$ cat config.mk
export PLATFORM = sky130hd
export DESIGN_NAME = heart_rate_bpm_filter_unit_flat
export DESIGN_NICKNAME = d
export VERILOG_FILES = /design/src/hdl/hbf_pkg.sv /design/src/hdl/hbf_if.sv /design/src/hdl/hbf_div.sv /design/src/hdl/heart_rate_bpm_filter_unit.sv /design/src/flat_wrapper.sv
export SDC_FILE = /design/constraint.sdc
export NUM_CORES = 1
export LEC_CHECK = 0
export ABC_AREA = 1
export BUFFER_PORTS_ARGS = -buffer_cell sky130_fd_sc_hd__buf_2
export CORE_MARGIN = 2
export CORE_UTILIZATION = 60
export DETAILED_ROUTE_END_ITERATION = 8
export PLACE_DENSITY = 0.77
export SYNTH_ARGS = -nofsm -noshare
export SYNTH_HDL_FRONTEND = slang
export SYNTH_HIERARCHICAL = 1
export SYNTH_SLANG_ARGS = --single-unit
$ cat constraint.sdc
create_clock -name clk -period 10.03 [get_ports clk]
set_clock_uncertainty 0.05 [all_clocks]
set_input_delay 0.5015 -clock clk [delete_from_list [all_inputs] [get_ports clk]]
set_output_delay 0.5015 -clock clk [all_outputs]
set_load 0.005 [all_outputs]
$ cat src/hdl/hbf_pkg.sv
// ----------------------------------------------------------------------------
// hbf_pkg: shared constants and types for the heart rate filter
// Field widths, ring sizing, register indexes, reset values and the
// request/response structs of the shared divider.
// ----------------------------------------------------------------------------
package hbf_pkg;

    localparam int SAMPLE_W    = 12;
    localparam int SAMPLE_BITS = 12;
    localparam int RATE_W      = 8;
    localparam int TICK_W      = 16;
    localparam int THR_W       = 12;
    localparam int RING_DEPTH  = 5;

    localparam int IDX_W       = $clog2(RING_DEPTH);
    localparam int CNT_W       = $clog2(RING_DEPTH + 1);
    localparam int SUM_W       = $clog2(RING_DEPTH * 255 + 1);

    localparam int DIV_W       = 16;
    localparam int DIV_CNT_W   = $clog2(DIV_W + 1);

    localparam int CFG_IDX_W   = 2;
    localparam int CFG_DATA_W  = 16;

    localparam logic [SAMPLE_W-1:0] SAMPLE_MASK =
        SAMPLE_W'((32'd1 << SAMPLE_BITS) - 32'd1);

    // register indexes
    localparam logic [CFG_IDX_W-1:0] CFG_LEVEL_THRESHOLD  = 2'd0;
    localparam logic [CFG_IDX_W-1:0] CFG_TICKS_PER_MINUTE = 2'd1;
    localparam logic [CFG_IDX_W-1:0] CFG_MIN_RATE         = 2'd2;
    localparam logic [CFG_IDX_W-1:0] CFG_MAX_RATE         = 2'd3;

    // register reset values
    localparam logic [THR_W-1:0]  RST_LEVEL_THRESHOLD  = 12'd1862;
    localparam logic [TICK_W-1:0] RST_TICKS_PER_MINUTE = 16'd60000;
    localparam logic [RATE_W-1:0] RST_MIN_RATE         = 8'd30;
    localparam logic [RATE_W-1:0] RST_MAX_RATE         = 8'd200;

    typedef struct packed {
        logic             start;
        logic [DIV_W-1:0] dividend;
        logic [DIV_W-1:0] divisor;
    } hbf_div_req_t;

    typedef struct packed {
        logic             done;
        logic [DIV_W-1:0] quotient;
    } hbf_div_rsp_t;

endpackage

$ cat src/hdl/hbf_if.sv
// ----------------------------------------------------------------------------
// hbf_if: stream channels of the heart rate filter
// One channel carries ADC samples in, the other filtered rates out.
// ----------------------------------------------------------------------------
interface hbf_sample_if;
    logic                          valid;
    logic                          ready;
    logic [hbf_pkg::SAMPLE_W-1:0]  adc_sample;

    modport source (output valid, output adc_sample, input ready);
    modport sink   (input valid, input adc_sample, output ready);
endinterface

interface hbf_rate_if;
    logic                          valid;
    logic                          ready;
    logic [hbf_pkg::RATE_W-1:0]    filtered_rate;

    modport source (output valid, output filtered_rate, input ready);
    modport sink   (input valid, input filtered_rate, output ready);
endinterface

$ cat src/hdl/hbf_div.sv
// ----------------------------------------------------------------------------
// hbf_div: shared restoring divider
// One quotient bit per cycle; a start beat loads the operands and a done
// pulse marks the quotient valid once the last bit is in.
// ----------------------------------------------------------------------------
module hbf_div (
    input  logic                  clk,
    input  logic                  rst_n,
    input  hbf_pkg::hbf_div_req_t req,
    output hbf_pkg::hbf_div_rsp_t rsp
);
    import hbf_pkg::*;

    logic                 busy_reg;
    logic                 done_reg;
    logic [DIV_CNT_W-1:0] cnt_reg;
    logic [DIV_W-1:0]     rem_reg;
    logic [DIV_W-1:0]     quo_reg;
    logic [DIV_W-1:0]     divisor_reg;
    logic [DIV_W+1:0]     trial;

    // trial subtract of the shifted partial remainder
    assign trial = {1'b0, rem_reg, quo_reg[DIV_W-1]} - {2'b00, divisor_reg};

    always_ff @(posedge clk or negedge rst_n)
    begin
        if (!rst_n)
        begin
            busy_reg <= 1'b0;
            done_reg <= 1'b0;
            cnt_reg  <= '0;
        end
        else
        begin
            done_reg <= 1'b0;
            if (busy_reg)
            begin
                cnt_reg <= cnt_reg - DIV_CNT_W'(1);
                if (cnt_reg == DIV_CNT_W'(1))
                begin
                    busy_reg <= 1'b0;
                    done_reg <= 1'b1;
                end
            end
            else if (req.start)
            begin
                busy_reg <= 1'b1;
                cnt_reg  <= DIV_CNT_W'(DIV_W);
            end
        end
    end

    always_ff @(posedge clk)
    begin
        if (busy_reg)
        begin
            if (!trial[DIV_W+1])
            begin
                rem_reg <= trial[DIV_W-1:0];
                quo_reg <= {quo_reg[DIV_W-2:0], 1'b1};
            end
            else
            begin
                rem_reg <= {rem_reg[DIV_W-2:0], quo_reg[DIV_W-1]};
                quo_reg <= {quo_reg[DIV_W-2:0], 1'b0};
            end
        end
        else if (req.start)
        begin
            rem_reg     <= '0;
            quo_reg     <= req.dividend;
            divisor_reg <= req.divisor;
        end
    end

    assign rsp.done     = done_reg;
    assign rsp.quotient = quo_reg;

endmodule

$ cat src/hdl/heart_rate_bpm_filter_unit.sv
// ----------------------------------------------------------------------------
// heart_rate_bpm_filter_unit: pulse rate with trimmed-mean filter
// A sample that closes no edge pair, or closes one with a zero interval, keeps
// ready high. A closing edge starts a divide; the result beat follows it with
// fewer than three ring entries, and otherwise follows a ring scan and a second
// divide for the mean. An out-of-range rate holds ready low until its divide is
// done; after a result, ready returns the cycle after it is taken.
// Reset clears the tick counter, edge state, ring position and registers;
// ring contents are not cleared and are never read before being written.
// ----------------------------------------------------------------------------
module heart_rate_bpm_filter_unit (
    input  logic                             clk,
    input  logic                             rst_n,
    hbf_sample_if.sink                       samples,
    hbf_rate_if.source                       rates,
    input  logic                             cfg_we,
    input  logic [hbf_pkg::CFG_IDX_W-1:0]    cfg_index,
    input  logic [hbf_pkg::CFG_DATA_W-1:0]   cfg_data
);
    import hbf_pkg::*;

    typedef enum logic [2:0] {
        ST_IDLE,
        ST_DIV_RATE,
        ST_SCAN,
        ST_TRIM,
        ST_DIV_MEAN,
        ST_OUT
    } state_t;

    // configuration registers
    logic [THR_W-1:0]  threshold_reg;
    logic [TICK_W-1:0] tpm_reg;
    logic [RATE_W-1:0] min_rate_reg;
    logic [RATE_W-1:0] max_rate_reg;

    // sequencer state and edge tracking
    state_t            state_reg;
    logic              prev_high_reg;
    logic              armed_reg;
    logic [TICK_W-1:0] tick_reg;
    logic [TICK_W-1:0] start_tick_reg;

    // ring and filter working registers
    logic [RATE_W-1:0] ring_reg [RING_DEPTH];
    logic [IDX_W-1:0]  wp_reg;
    logic              full_reg;
    logic [CNT_W-1:0]  count_reg;
    logic [IDX_W-1:0]  idx_reg;
    logic [SUM_W-1:0]  sum_reg;
    logic [RATE_W-1:0] lo_reg;
    logic [RATE_W-1:0] hi_reg;

    // output register and divider request
    logic              out_valid_reg;
    logic [RATE_W-1:0] rate_reg;
    hbf_div_req_t      div_req_reg;
    hbf_div_rsp_t      div_rsp;

    // combinational helpers
    logic              accept;
    logic [TICK_W-1:0] tick_next;
    logic              high;
    logic              rising;
    logic [TICK_W-1:0] delta;
    logic              in_range;
    logic              push;
    logic [IDX_W-1:0]  wp_next;
    logic              full_next;
    logic [CNT_W-1:0]  count_next;
    logic [RATE_W-1:0] scan_val;
    logic              scan_last;
    logic [SUM_W-1:0]  trimmed;
    logic              div_start;

    hbf_div u_div (
        .clk   (clk),
        .rst_n (rst_n),
        .req   (div_req_reg),
        .rsp   (div_rsp)
    );

    assign samples.ready       = (state_reg == ST_IDLE);
    assign rates.valid         = out_valid_reg;
    assign rates.filtered_rate = rate_reg;

    assign accept    = samples.valid && samples.ready;
    assign tick_next = tick_reg + TICK_W'(1);
    assign high      = (samples.adc_sample & SAMPLE_MASK) > threshold_reg;
    assign rising    = high && !prev_high_reg;
    assign delta     = tick_next - start_tick_reg;

    // start a divide on a closing edge with a non-zero interval, or for the mean
    assign div_start = ((state_reg == ST_IDLE) && accept && rising && armed_reg
                        && (delta != '0))
                    || (state_reg == ST_TRIM);

    // range check is taken on the full 16-bit quotient
    assign in_range  = (div_rsp.quotient >= DIV_W'(min_rate_reg))
                    && (div_rsp.quotient <= DIV_W'(max_rate_reg));
    assign push      = (state_reg == ST_DIV_RATE) && div_rsp.done && in_range;

    always_comb
    begin
        if (wp_reg == IDX_W'(RING_DEPTH - 1))
        begin
            wp_next   = '0;
            full_next = 1'b1;
        end
        else
        begin
            wp_next   = wp_reg + IDX_W'(1);
            full_next = full_reg;
        end
        count_next = full_next ? CNT_W'(RING_DEPTH) : CNT_W'(wp_next);
    end

    assign scan_val  = ring_reg[idx_reg];
    assign scan_last = (CNT_W'(idx_reg) == (count_reg - CNT_W'(1)));
    assign trimmed   = sum_reg - SUM_W'(lo_reg) - SUM_W'(hi_reg);

    // configuration writes; unknown indexes drop
    always_ff @(posedge clk or negedge rst_n)
    begin
        if (!rst_n)
        begin
            threshold_reg <= RST_LEVEL_THRESHOLD;
            tpm_reg       <= RST_TICKS_PER_MINUTE;
            min_rate_reg  <= RST_MIN_RATE;
            max_rate_reg  <= RST_MAX_RATE;
        end
        else if (cfg_we)
        begin
            case (cfg_index)
                CFG_LEVEL_THRESHOLD:  threshold_reg <= cfg_data[THR_W-1:0];
                CFG_TICKS_PER_MINUTE: tpm_reg       <= cfg_data[TICK_W-1:0];
                CFG_MIN_RATE:         min_rate_reg  <= cfg_data[RATE_W-1:0];
                CFG_MAX_RATE:         max_rate_reg  <= cfg_data[RATE_W-1:0];
                default: ;
            endcase
        end
    end

    // ring storage: written once per accepted rate, no reset needed
    always_ff @(posedge clk)
    begin
        if (push)
        begin
            ring_reg[wp_reg] <= div_rsp.quotient[RATE_W-1:0];
        end
    end

    // datapath working registers of the scan
    always_ff @(posedge clk)
    begin
        if (push)
        begin
            idx_reg <= '0;
            sum_reg <= '0;
            lo_reg  <= '1;
            hi_reg  <= '0;
        end
        else if (state_reg == ST_SCAN)
        begin
            idx_reg <= idx_reg + IDX_W'(1);
            sum_reg <= sum_reg + SUM_W'(scan_val);
            if (scan_val < lo_reg)
            begin
                lo_reg <= scan_val;
            end
            if (scan_val > hi_reg)
            begin
                hi_reg <= scan_val;
            end
        end
    end

    // sequencer: state, edge tracking, ring position and output beat
    always_ff @(posedge clk or negedge rst_n)
    begin
        if (!rst_n)
        begin
            state_reg      <= ST_IDLE;
            prev_high_reg  <= 1'b0;
            armed_reg      <= 1'b0;
            tick_reg       <= '0;
            start_tick_reg <= '0;
            wp_reg         <= '0;
            full_reg       <= 1'b0;
            count_reg      <= '0;
            out_valid_reg  <= 1'b0;
            rate_reg       <= '0;
            div_req_reg    <= '0;
        end
        else
        begin
            div_req_reg.start <= div_start;
            case (state_reg)
                ST_IDLE:
                begin
                    if (accept)
                    begin
                        tick_reg      <= tick_next;
                        prev_high_reg <= high;
                        if (rising)
                        begin
                            if (!armed_reg)
                            begin
                                // first edge of a pair: hold its tick
                                armed_reg      <= 1'b1;
                                start_tick_reg <= tick_next;
                            end
                            else
                            begin
                                // second edge: drop a zero interval, else divide
                                armed_reg <= 1'b0;
                                if (delta != '0)
                                begin
                                    div_req_reg.dividend <= tpm_reg;
                                    div_req_reg.divisor  <= delta;
                                    state_reg            <= ST_DIV_RATE;
                                end
                            end
                        end
                    end
                end

                ST_DIV_RATE:
                begin
                    if (div_rsp.done)
                    begin
                        if (!in_range)
                        begin
                            state_reg <= ST_IDLE;
                        end
                        else
                        begin
                            wp_reg    <= wp_next;
                            full_reg  <= full_next;
                            count_reg <= count_next;
                            if (count_next < CNT_W'(3))
                            begin
                                // short ring: the newest rate passes straight out
                                rate_reg      <= div_rsp.quotient[RATE_W-1:0];
                                out_valid_reg <= 1'b1;
                                state_reg     <= ST_OUT;
                            end
                            else
                            begin
                                state_reg <= ST_SCAN;
                            end
                        end
                    end
                end

                ST_SCAN:
                begin
                    if (scan_last)
                    begin
                        state_reg <= ST_TRIM;
                    end
                end

                ST_TRIM:
                begin
                    // drop one minimum and one maximum, then average
                    div_req_reg.dividend <= DIV_W'(trimmed);
                    div_req_reg.divisor  <= DIV_W'(count_reg - CNT_W'(2));
                    state_reg            <= ST_DIV_MEAN;
                end

                ST_DIV_MEAN:
                begin
                    if (div_rsp.done)
                    begin
                        rate_reg      <= div_rsp.quotient[RATE_W-1:0];
                        out_valid_reg <= 1'b1;
                        state_reg     <= ST_OUT;
                    end
                end

                ST_OUT:
                begin
                    // hold the beat until the sink takes it
                    if (rates.ready)
                    begin
                        out_valid_reg <= 1'b0;
                        state_reg     <= ST_IDLE;
                    end
                end

                default:
                begin
                    state_reg <= ST_IDLE;
                end
            endcase
        end
    end

endmodule

$ cat src/flat_wrapper.sv
// flat-port wrapper written by rule: the top's interface ports become plain ports
module heart_rate_bpm_filter_unit_flat import hbf_pkg::*;
  (clk, rst_n, cfg_we, cfg_index, cfg_data, samples_valid, samples_adc_sample, samples_ready, rates_valid, rates_filtered_rate, rates_ready);
  hbf_sample_if samples_i ();
  hbf_rate_if rates_i ();
  input  logic clk;
  input  logic rst_n;
  input  logic cfg_we;
  input  logic [hbf_pkg::CFG_IDX_W-1:0] cfg_index;
  input  logic [hbf_pkg::CFG_DATA_W-1:0] cfg_data;
  input wire logic [$bits(samples_i.valid)-1:0] samples_valid;
  input wire logic [$bits(samples_i.adc_sample)-1:0] samples_adc_sample;
  output wire logic [$bits(samples_i.ready)-1:0] samples_ready;
  output wire logic [$bits(rates_i.valid)-1:0] rates_valid;
  output wire logic [$bits(rates_i.filtered_rate)-1:0] rates_filtered_rate;
  input wire logic [$bits(rates_i.ready)-1:0] rates_ready;
  assign samples_i.valid = samples_valid;
  assign samples_i.adc_sample = samples_adc_sample;
  assign samples_ready = samples_i.ready;
  assign rates_valid = rates_i.valid;
  assign rates_filtered_rate = rates_i.filtered_rate;
  assign rates_i.ready = rates_ready;
  heart_rate_bpm_filter_unit u_core (.clk(clk), .rst_n(rst_n), .samples(samples_i), .rates(rates_i), .cfg_we(cfg_we), .cfg_index(cfg_index), .cfg_data(cfg_data));
endmodule
### Word level (Yosys, flattened, before mapping)

Memory sizes are Yosys's and may differ from the RTL's. A register that Yosys moved wholly into a read port is not among the register bits.
Cells that the tools add are included.

| word-level totals | value |
|---|---|
| flip-flop bits (word level) | 215 |
| bits in writable memories | 40 |
| output and inout port bits | 10 |
| memories kept | 1 |

Memories:

| memory | depth | width | read ports | clocked after Yosys merged registers in | wr ports | RTL line | text |
|---|---|---|---|---|---|---|---|
| u_core.ring_reg | 5 | 8 | 1 | 1 | 1 | heart_rate_bpm_filter_unit.sv:45 | `logic [RATE_W-1:0] ring_reg [RING_DEPTH];` |

| operators by class | value |
|---|---|
| add/subtract/negate cells | 11 |
| magnitude comparators | 6 |
| eq/ne operators | 21 |
| mux-type cells | 48 |
| bitwise operators | 2 |
| reductions and logical operators | 33 |

Operators with widths:

| kind | number |
|---|---|
| 32-bit two-way mux | 4 |
| 16-bit two-way mux | 5 |
| 32-bit one-hot mux with 2 select lines | 1 |
| 3-bit two-way mux | 14 |
| 8-bit two-way mux | 4 |
| 11-bit by 8-bit subtractor with 11-bit output | 2 |
| 3-bit one-hot mux with 6 select lines | 1 |
| 17-bit by 16-bit subtractor with 18-bit output | 1 |
| 16-bit by 1-bit adder with 16-bit output, second input constant | 1 |
| 16-bit by 8-bit >= comparator with 1-bit output | 1 |
| 16-bit by 8-bit less-or-equal comparator with 1-bit output | 1 |
| 2-bit inequality test, second input constant | 8 |
| 8-bit one-hot mux with 2 select lines | 1 |
| 2-bit AND reduction | 8 |
| 16-bit nonzero test | 1 |
| 16-bit subtractor | 1 |
| 1-bit two-way mux | 15 |
| 12-bit greater-than comparator | 1 |
| 11-bit by 8-bit adder with 11-bit output | 1 |
| 5-bit two-way mux | 2 |
| 5-bit AND reduction | 2 |
| 3-bit equality test, second input constant | 3 |
| 1-bit logical AND | 9 |
| 8-bit greater-than comparator | 1 |
| 25 further kinds | 33 |

### Depth between registers and ports, before layout

Gate-level depths: netlist of run 1.

| logic depth | value |
|---|---|
| depth after elaboration | 8 |
| gate-level depth with buffers | 27 |
| gate-level depth less buffers | 27 |

### Hierarchy

The synthesis of run 1 kept the hierarchy.

Modules (own cells, without submodules):

| module | instances | cells each | area each (µm²) | seq. area each (µm²) |
|---|---|---|---|---|
| heart_rate_bpm_filter_unit | 1 | 1506 | 11835.1 | 5139.9 |
| hbf_div | 1 | 422 | 3377.0 | 1616.6 |

### Least setup slack after synthesis of run 1

No wires, ideal clock.

| path | value |
|---|---|
| path kind | register to register |
| from | reg u_core.tick_reg[0] |
| to | reg u_core/div_req_reg[14] in the netlist's numbering |
| setup time | 0.117 ns |
| data arrival time | 3.106 ns |
| required time | 9.863 ns |
| slack | 6.757 ns |
| cell stages (with the launch flop) | 26 |
| path buffers | 1 |
| clock period less this slack | 3.273 ns |
| cells stage by stage | dfrtp_1 ha_1 nand2_1 nor2_1 nand3_1 nor2_1 inv_1 nor2_1 inv_1 nor4_1 xor2_1 ha_1 nand2_1 inv_1 nand2_1 and2_1 nand2_1 a21oi_1 nand3_1 nand2_1 nand3_2 o21bai_4 nand2_4 buf_6 nand2_1 nand2_1 |

| between the ends | value |
|---|---|
| word-level cells in the longest chain between the ends | 7 |

RTL lines:

| item | RTL line | text |
|---|---|---|
| from (decl) | heart_rate_bpm_filter_unit.sv:41 | `logic [TICK_W-1:0] tick_reg;` |
| from (signal assigned) | heart_rate_bpm_filter_unit.sv:203 | `tick_reg <= tick_next;` |
| 16-bit by 1-bit adder with 16-bit output * | heart_rate_bpm_filter_unit.sv:88 | `assign tick_next = tick_reg + TICK_W'(1);` |
| net u_core.tick_next[14] | heart_rate_bpm_filter_unit.sv:62 | `logic [TICK_W-1:0] tick_next;` |
| 16-bit subtractor * | heart_rate_bpm_filter_unit.sv:91 | `assign delta = tick_next - start_tick_reg;` |
| 32-bit two-way mux | heart_rate_bpm_filter_unit.sv:217 | `if (delta != '0)` |
| 32-bit two-way mux | heart_rate_bpm_filter_unit.sv:207 | `if (!armed_reg)` |
| 32-bit two-way mux | heart_rate_bpm_filter_unit.sv:205 | `if (rising)` |
| 32-bit two-way mux | heart_rate_bpm_filter_unit.sv:201 | `if (accept)` |
| 32-bit one-hot mux with 2 select lines | heart_rate_bpm_filter_unit.sv:198 | `case (state_reg)` |
| to (decl) | heart_rate_bpm_filter_unit.sv:57 | `hbf_div_req_t div_req_reg;` |

Mark *: on every way through the listed nets, which the timed path passes. The rest lies on a longest branch. The select of a mux whose other input is x is not followed.
A chain may end at the register's enable or synchronous reset.

### Worst setup path after layout of run 1

| path | value |
|---|---|
| from | reg u_core.tick_reg[0] |
| to | reg u_core/div_req_reg[15] in the netlist's numbering |

The elaborated chain is that of the path after synthesis.

==> results.txt, run 1 <==
The post-detailed-route wirelength per cell is 14.6 µm. The register area share after synthesis came out at 44.4%. The first-pass detailed-route iteration total came out at 5.

Summing the areas of all compound-gate instances in the mapped netlist gives 8.29% of the synthesized area. The number of max-slew violations in the final report is 0. The die height came out at 163 µm. Relative to the synthesized area, the layout overhead comes to 9.29%. The reported leakage power came out at 0.00845 µW. The initial DRC count came out at 828. The depth of the worst register-to-register path is 24. The number of placement rows came out at 58. At the later pin of the worst-skew pair, clock insertion delay measures around 550 ps. TritonCTS built the clock tree. The startpoint identified for the worst hold timing path is cfg_data[12]. The class of the worst hold path is in -> reg. Setup repair after global routing left no endpoint under its margin. The critical path goes through ha_1 -> nand2_1 -> nor2_1 -> nand3_1 -> nor2_1 -> inv_1 -> nor2_1 -> inv_1 -> nor4_1 -> xor2_1 -> ha_1 -> nand2_1 -> inv_1 -> nand2_1 -> and2_1 -> nand2_1 -> a21oi_1 -> nand3_1 -> nand2_1 -> nand3_2 -> o21bai_4 -> nand2_4 -> nand2_1 -> nand2_1. The layout cell share with drive strength beyond 1 is 8.06%.

Summed over all layers, the global routing overflow is 0. The flow ran to the end, and the final reports show no timing, DRC or antenna violations. The final number of hold-violating endpoints is 0. In the synthesized netlist the dominant register cell turns out to be sky130_fd_sc_hd__dfrtp_1. The number of synthesized register bits came out at 258.

For this design the top-level I/O count stands at 45. The combinational family with the most area after synthesis is simple AND/OR/NAND/NOR gates. The slack of the worst reg-to-reg path is 5670 ps.

The initial antenna violation count is 0. The cell repeated most along the worst path is sky130_fd_sc_hd__nand2_1. In this run the critical register-to-register path is captured at u_core/div_req_reg[15]. The warning count from the yosys run came out at 6. The number of enable-type register cells in the synthesized netlist is 88.

The kind of critical path is reg -> reg. The mux share of post-synthesis cell area came out at 0.296%. The maximum number of pins on one net before global-route repair is between 80 and 90.

Final hold analysis gives a worst-case slack of 150 ps. The initial core utilization is around three fifths. The area fraction in and, or, nand and nor cells after synthesis is about 26%. The tool flagged a number of max-cap violations equal to 0.

The number of sinks on the clock net is approximately 260. The actual slew at the worst max-slew pin is 1240 ps. The worst hold path depth is 2.

The die covers 26600 µm². The setup total negative slack is 0 ps. The CTS root buffer is sky130_fd_sc_hd__clkbuf_16.

The worst hold path endpoint is u_core/tpm_reg[12]. The total global-route track usage is 26.0%. The number of cells after detailed placement is between 2000 and 2500. The maximum frequency from static timing analysis is 0.229 GHz. The final route contains 12500 vias. Post-CTS timing repair inserted 0 buffers for setup.

The count of filler cells inserted in the layout is 2037. STA classifies the critical path startpoint as a flop. The summed instance area of the synthesized netlist came out at approximately 15000 µm². The worst endpoint required time is 10400 ps. The share of flip-flops with an asynchronous set or reset after synthesis is about 53%.

The per-instance average area after synthesis is between 7 and 8 µm². The final cell count without fillers is between 2000 and 2500. The clock tree buffer depth came out at 3. The number of H-tree levels came out at 1. The power density normalized to cell area came out at approximately 260 nW/µm². The post-layout net count is 2110. The post-route fraction of the period consumed by the critical path came out at a little over two fifths. The number of flip-flops in the largest register is 40. Headroom to the max-slew limit came out at 16.9%.

In this design, the stage delay of the slowest critical-path cell is 630 ps. In this run the critical register-to-register path is launched from u_core/tick_reg[0]. The number of nets in the synthesized netlist is 2075. Setup violations remaining at the end of the flow were counted as 0. The floorplan step set the die width to 163 µm. 0 antenna diodes ended up in the layout. The clock-pin transition on the worst setup and hold timing paths is 60 ps.

The cell count after synthesis came out at just under 2000. The via count of the first global-routing pass is roughly 12000. The sum of buffers and inverters on the critical path came out at 3.

The placed wire-length estimate after detailed placement is 24.5 mm. The standard cell core area came out at 25000 µm². The worst path needs 4360 ps of the cycle, external delays included. The total routed wirelength is 33.7 mm. The count of cell types in the netlist is 50. The largest vdd supply drop is between 0.0002 and 0.00025 V. The synthesized-area fraction occupied by adder cells came out at 9.75%.

Of the total synthesized cell area, the portion taken by XOR and XNOR cells is 2.13%. The count of antenna-violating nets left after detailed routing came out at 0. The number of DRC violations after detailed routing came out at 0. The congestion estimate from routability-driven global placement came to 0.893. The master of the slowest instance on the critical path is sky130_fd_sc_hd__o21bai_4. The average vias per placed instance is 5.39. In this run, CTS created clock tree buffers numbering 27. STA classifies the critical path endpoint as a flop. The endpoint arrival time on the critical path is 4720 ps. The wire length of the first global-routing pass came out at between 50 and 60 mm. The top fanout value on the critical path is 33. Input and output buffers added on the ports amount to 44. Grouping stages by cell kind, the critical path spends the most delay in simple AND/OR/NAND/NOR gates.
worst max-delay path by stage:
stage	start	end	slack, ps	depth (start not counted)
final	u_core/tick_reg[0]	u_core/div_req_reg[15]	5670	24
after global routing	u_core/tick_reg[0]	u_core/div_req_reg[13]	5240	24
after CTS	u_core/tick_reg[0]	u_core/div_req_reg[13]	5680	24
after detailed placement	u_core/tick_reg[0]	u_core/div_req_reg[13]	5720	24
after global placement	u_core/tick_reg[0]	u_core/div_req_reg[7]	5890	24
after floorplan	u_core/tick_reg[0]	u_core/div_req_reg[14]	6760	25
synthesized netlist by cell type, types with 6 or more instances:
cell type	number	area, µm²
sky130_fd_sc_hd__nor2_1	137	514
sky130_fd_sc_hd__xor2_1	27	236
sky130_fd_sc_hd__dfrtp_1	117	2930
sky130_fd_sc_hd__nor2_2	7	43.8
sky130_fd_sc_hd__fa_1	11	220
sky130_fd_sc_hd__dfstp_2	20	526
sky130_fd_sc_hd__nand2_1	571	2140
sky130_fd_sc_hd__ha_1	101	1260
sky130_fd_sc_hd__dfxtp_1	33	661
sky130_fd_sc_hd__a31oi_1	9	56.3
sky130_fd_sc_hd__edfxtp_1	88	2640
sky130_fd_sc_hd__inv_1	305	1140
sky130_fd_sc_hd__clkbuf_1	32	120
sky130_fd_sc_hd__o21ai_0	140	701
sky130_fd_sc_hd__nand2_2	6	37.5
sky130_fd_sc_hd__a21oi_1	46	230
sky130_fd_sc_hd__xnor2_1	10	87.6
sky130_fd_sc_hd__nand3b_1	9	67.6
sky130_fd_sc_hd__and2_1	6	37.5
sky130_fd_sc_hd__nor3_1	20	100
sky130_fd_sc_hd__nand4_1	24	150
sky130_fd_sc_hd__nand3_1	128	641
sky130_fd_sc_hd__o211ai_1	10	75.1
sky130_fd_sc_hd__o21ai_1	6	30.0
cells by family (layout without fill, tap and decap cells):
logic type	Yosys count	after routing
AND/OR/NAND/NOR	932	932
adder cells (fa/ha/maj)	112	112
AO/OA/AOI/OAI	229	229
buffers and inverters	356	412
XOR/XNOR	37	37
flip-flops	258	258
multiplexers	4	4
through the flow:
stage | area [µm²] | utilization (%) | worst slack [ps] | total power, µW
6_report | 16600 | 66.4 | 5670 | 4280
5_1_grt | 16600 | 66.4 | 5240 | 4620
4_1_cts | 16600 | 66.4 | 5680 | 4280
3_5_place_dp | 15700 | 62.6 | 5720 | 3220
3_3_place_gp | 15700 | 62.6 | 5890 | 3170
2_1_floorplan | 15200 | - | 6760 | 2800
power breakdown:
| part | leakage [µW] | switching, µW | internal, µW |
|---|---|---|---|
| Combinational | 0.00523 | 1060 | 570 |
| Sequential | 0.00277 | 185 | 1410 |
| Clock | 0.000453 | 426 | 623 |
| Total | 0.00845 | 1680 | 2600 |
layout by cell type, fill, tap and decap left out, drive strengths merged, types with 2 or more instances in the layout:
cell | Yosys | layout
nand4 | 24 | 24
ha | 101 | 101
nor3 | 22 | 22
o21bai | 3 | 3
clkbuf | 32 | 32
a21boi | 2 | 2
nand3b | 9 | 9
fa | 11 | 11
dfxtp | 33 | 33
a31oi | 9 | 9
nand2 | 582 | 582
o21ai | 146 | 146
a21o | 3 | 3
clkinv | 2 | 10
buf | 14 | 51
clkinvlp | 0 | 3
o221ai | 2 | 2
dfstp | 20 | 20
inv | 308 | 311
bufinv | 0 | 4
and2 | 6 | 6
nand3 | 132 | 132
mux2 | 4 | 4
o211ai | 10 | 10
xnor2 | 10 | 10
dfrtp | 117 | 117
nor2 | 147 | 147
a21oi | 47 | 47
nor4 | 3 | 3
xor2 | 27 | 27
o22ai | 2 | 2
or2 | 7 | 7
o21a | 2 | 2
edfxtp | 88 | 88
metal layers:
layer	up-vias	share of wire [%]	track usage, %
met4	0	1.5	5.51
met3	48	5.9	4.24
met2	343	46	42.5
met1	5837	47	37.0
li1	6241	-	-
met5	-	0	0
final cells by class:
class | count | area [µm²] | area share [%]
tap | 330 | 413 | 2.48
sequential | 258 | 6760 | 40.6
clock buffer | 32 | 726 | 4.37
inverter | 310 | 1160 | 7.00
timing repair buffer | 52 | 289 | 1.74
multi-input combinational | 1314 | 7070 | 42.5
clock inverter | 18 | 210 | 1.26
repair_timing:
action | 4_1_cts | 5_1_grt
hold endpoints to repair | 17 | 0
hold buffers | 1 | 0
resized for setup | 0 | 0
(Power assumes the default switching activity.)
==> run 2, diff against run 1 <==
CORE_UTILIZATION = 57   (was 60)
clock period = 3.6 ns   (was 10.03 ns; I/O delays follow)
==> run 2 against run 1 <==
Against the previous run:
- combinational power rose to 3.0 times the previous value
- non-clock buffer count rose by 52
- register-to-register slack got worse by 5600 ps
- global-route usage fell by 0.69 points
- clock-buffer cell count fell by 1
- final area rose by 4.8%
- critical path depth fell by 1
- utilization rose by 0.26 points
- wire length rose by 5.5%
- hold slack got worse by 26 ps
==> results.txt, run 2 (same netlist as run 1, synthesis figures left out) <==
Status: finished clean (unchanged). The largest vdd supply drop was 0.000626 V (was 0.000242 V). The reported leakage power came out at 0.00878 µW (was 0.00845 µW). The post-detailed-route wirelength per cell is 15.0 µm (was 14.6 µm). The CTS root buffer is sky130_fd_sc_hd__clkbuf_16 (unchanged). The final critical path time including I/O delays and setup came out at 3490 ps (was 4360 ps). The setup total negative slack came out at 0 ps (unchanged).

The initial core utilization is 58.2% (was 60.8%). The worst hold path endpoint was u_core/state_reg[0] (was u_core/tpm_reg[12]). The number of CTS-inserted buffers came out at 28 (was 27). The critical register-to-register path startpoint is u_core/tick_reg[1] (was u_core/tick_reg[0]). The placed wire-length estimate after detailed placement is 25.0 mm (was 24.5 mm). The clock latency at the later pin of the worst-skew pair came to 550 ps (about the same). The worst hold path depth came out at 5 (was 2).

The slack of the worst reg-to-reg path is 110 ps (was 5670 ps). The count of antenna-violating nets left after detailed routing is 0 (unchanged). The die outline area was 28000 µm² (was 26600 µm²).

The max-capacitance violation count came out at 0 (unchanged). The depth of the worst register-to-register path is 23 (was 24). The post-layout net count was 2165 (was 2110). The total of buffers placed on input and output ports was 44 (unchanged). The floorplan die width came out at 167 µm (was 163 µm). The die height is 167 µm (was 163 µm).

The total number of vias is 12900 (was 12500). The number of max-slew violations in the final report is 0 (unchanged). The power density normalized to cell area came out at 717 nW/µm² (was 257 nW/µm²). The via count of the first global-routing pass came out at 12400 (was 11800). The total power draw came out at 12500 µW (was 4280 µW). The core occupancy in the finished layout came out at 66.7% (was 66.4%).

The initial antenna violation count came out at 0 (unchanged). The number of placement rows came out at 59 (was 58). The final cell count without fillers was 2375 (was 2314). The startpoint kind of the worst setup timing path is a flop (unchanged). The worst endpoint required time is 3990 ps (was 10400 ps). The average vias per placed instance is 5.42 (was 5.39). The total routed wirelength was 35.5 mm (was 33.7 mm). The area growth from synthesis to final layout is 14.5% (was 9.29%). The global route total overflow came to 0 (unchanged).

The weighted congestion at the end of routability-driven global placement was 0.927 (was 0.893). The endpoint arrival time on the critical path came out at 3880 ps (was 4720 ps). The worst min-delay path startpoint is rates_ready (was cfg_data[12]).

The number of H-tree levels came out at 1 (unchanged). The number of cells after detailed placement is 2291 (was 2263). The normalized max-slew margin came out at 18.7% (was 16.9%). The post-route fraction of the period consumed by the critical path came out at 97.0% (was 43.4%).

The most common cell after layout, fill and taps aside was sky130_fd_sc_hd__nand2_1 (unchanged). Most frequent cells in the layout: sky130_fd_sc_hd__nand2_1, sky130_fd_sc_hd__inv_1, sky130_fd_sc_hd__o21ai_0, sky130_fd_sc_hd__nor2_1, sky130_fd_sc_hd__nand3_1 (unchanged). The number of flip-flops in the largest register came out at 40 (unchanged). The final number of hold-violating endpoints came to 0 (unchanged). The wire length of the first global-routing pass is 58.9 mm (was 56.6 mm). The number of top-level design ports came out at 45 (unchanged).

The layout cell share with drive strength beyond 1 is 11.9% (was 8.06%). The class of the worst hold path is in -> reg (unchanged). The first-pass detailed-route iteration total was 5 (unchanged).

The total global-route track usage came out at 25.4% (was 26.0%). The endpoint of the worst-slack reg-to-reg timing path is u_core/div_req_reg[20] (was u_core/div_req_reg[15]). The maximum frequency from static timing analysis came out at 0.286 GHz (was 0.229 GHz). The clock tree buffer depth came out at 3 (unchanged). The diode insertion count for antenna repair came out at 0 (unchanged). The maximum number of pins on one net before global-route repair came to 107 (was 86). The actual slew at the worst max-slew pin is 1220 ps (was 1240 ps). The standard cell core area is 26100 µm² (was 25000 µm²).

The count of filler cells inserted in the layout is 2082 (was 2037). The clock tree from TritonCTS is built (unchanged). The clock-pin transition on the worst setup and hold timing paths is 60 ps (about the same). The top fanout value on the critical path came to 7 (was 33). The final number of setup-violating endpoints came out at 0 (unchanged). The number of DRC violations after detailed routing came out at 0 (unchanged). The kind of critical path is reg -> reg (unchanged).

The worst hold slack after final layout is 124 ps (was 150 ps). The number of sinks on the clock net is 258 (unchanged). The initial DRC count came out at 1009 (was 828). The endpoint class of the critical path was a flop (unchanged).
[run 2: cell types whose count changed in the layout (fill, tap and decap cells not counted), sizes merged]
cell and change:
buf +35, bufinv +2, clkinvlp +3, dlygate4sd3 +16, inv -2, nand2 +2
[run 2: what timing repair did]
| action | CTS | global route |
|---|---|---|
| pin swaps | 1 | 19 |
| buffers inserted | 3 | 10 |
| gates resized for setup | 9 | 55 |
| hold buffers | 17 | 0 |
| hold endpoints to repair | 128 | 0 |
| setup endpoints to repair | 29 | 36 |
| gates cloned | 1 | 2 |
[run 2: worst max-delay path by stage]
stage,from,to,slack [ps]
after floorplan,u_core/tick_reg[0],u_core/div_req_reg[14],330
after global placement,u_core/tick_reg[1],u_core/div_req_reg[15],130
after detailed placement,u_core/tick_reg[1],u_core/div_req_reg[12],-40
after CTS,u_core/tick_reg[1],u_core/div_req_reg[28],20
after global routing,u_core/tick_reg[0],u_core/div_req_reg[22],-150
final,u_core/tick_reg[1],u_core/div_req_reg[20],110
[run 2: critical path, stage by stage (launching register included)]
cell and delay, ps:
sky130_fd_sc_hd__dfrtp_1 370, sky130_fd_sc_hd__ha_2 210, sky130_fd_sc_hd__nand2_2 70, sky130_fd_sc_hd__nor2_4 110
sky130_fd_sc_hd__nand3_2 80, sky130_fd_sc_hd__nor2_2 100, sky130_fd_sc_hd__inv_2 60, sky130_fd_sc_hd__nor2_4 110
sky130_fd_sc_hd__inv_2 50, sky130_fd_sc_hd__nor4_2 170, sky130_fd_sc_hd__xor2_1 230, sky130_fd_sc_hd__ha_1 290
sky130_fd_sc_hd__a21oi_1 230, sky130_fd_sc_hd__and2_4 180, sky130_fd_sc_hd__nand2_2 50, sky130_fd_sc_hd__a21oi_2 90
sky130_fd_sc_hd__nand3_1 90, sky130_fd_sc_hd__nand2_2 110, sky130_fd_sc_hd__nand3_4 100, sky130_fd_sc_hd__o21bai_4 180
sky130_fd_sc_hd__buf_8 170, sky130_fd_sc_hd__nand2_4 100, sky130_fd_sc_hd__nand2_1 110, sky130_fd_sc_hd__nand2_1 60
[run 2: routing by layer]
| layer | GRT usage, % | part of all wire [%] |
|---|---|---|
| met5 | 0 | 0 |
| met4 | 6.62 | 2.1 |
| met3 | 4.16 | 6.4 |
| met2 | 41.9 | 46 |
| met1 | 35.1 | 45 |
[run 2: area by class of cell]
| type | instances | area [µm²] | area share [%] |
|---|---|---|---|
| Clock buffer | 31 | 712 | 4.09 |
| Tap cell | 335 | 419 | 2.41 |
| Multi-Input combinational cell | 1316 | 7320 | 42.0 |
| Inverter | 310 | 1160 | 6.68 |
| Sequential cell | 258 | 6760 | 38.8 |
| Clock inverter | 21 | 282 | 1.62 |
| Timing Repair Buffer | 104 | 768 | 4.41 |
[run 2: through the flow]
step | instance area (µm²) | setup WS [ps]
final | 17400 | 107
after global routing | 17400 | -148
after CTS | 17100 | 18.4
after detailed placement | 15900 | -35.6
after global placement | 15900 | 127
after floorplan | 15200 | 327
[run 2: power by group]
part / internal [µW] / total (µW) / switching [µW]
sequential: 3940 / 4470 / 531
clock: 1860 / 3070 / 1210
combinational: 1810 / 4950 / 3140
total: 7610 / 12500 / 4880
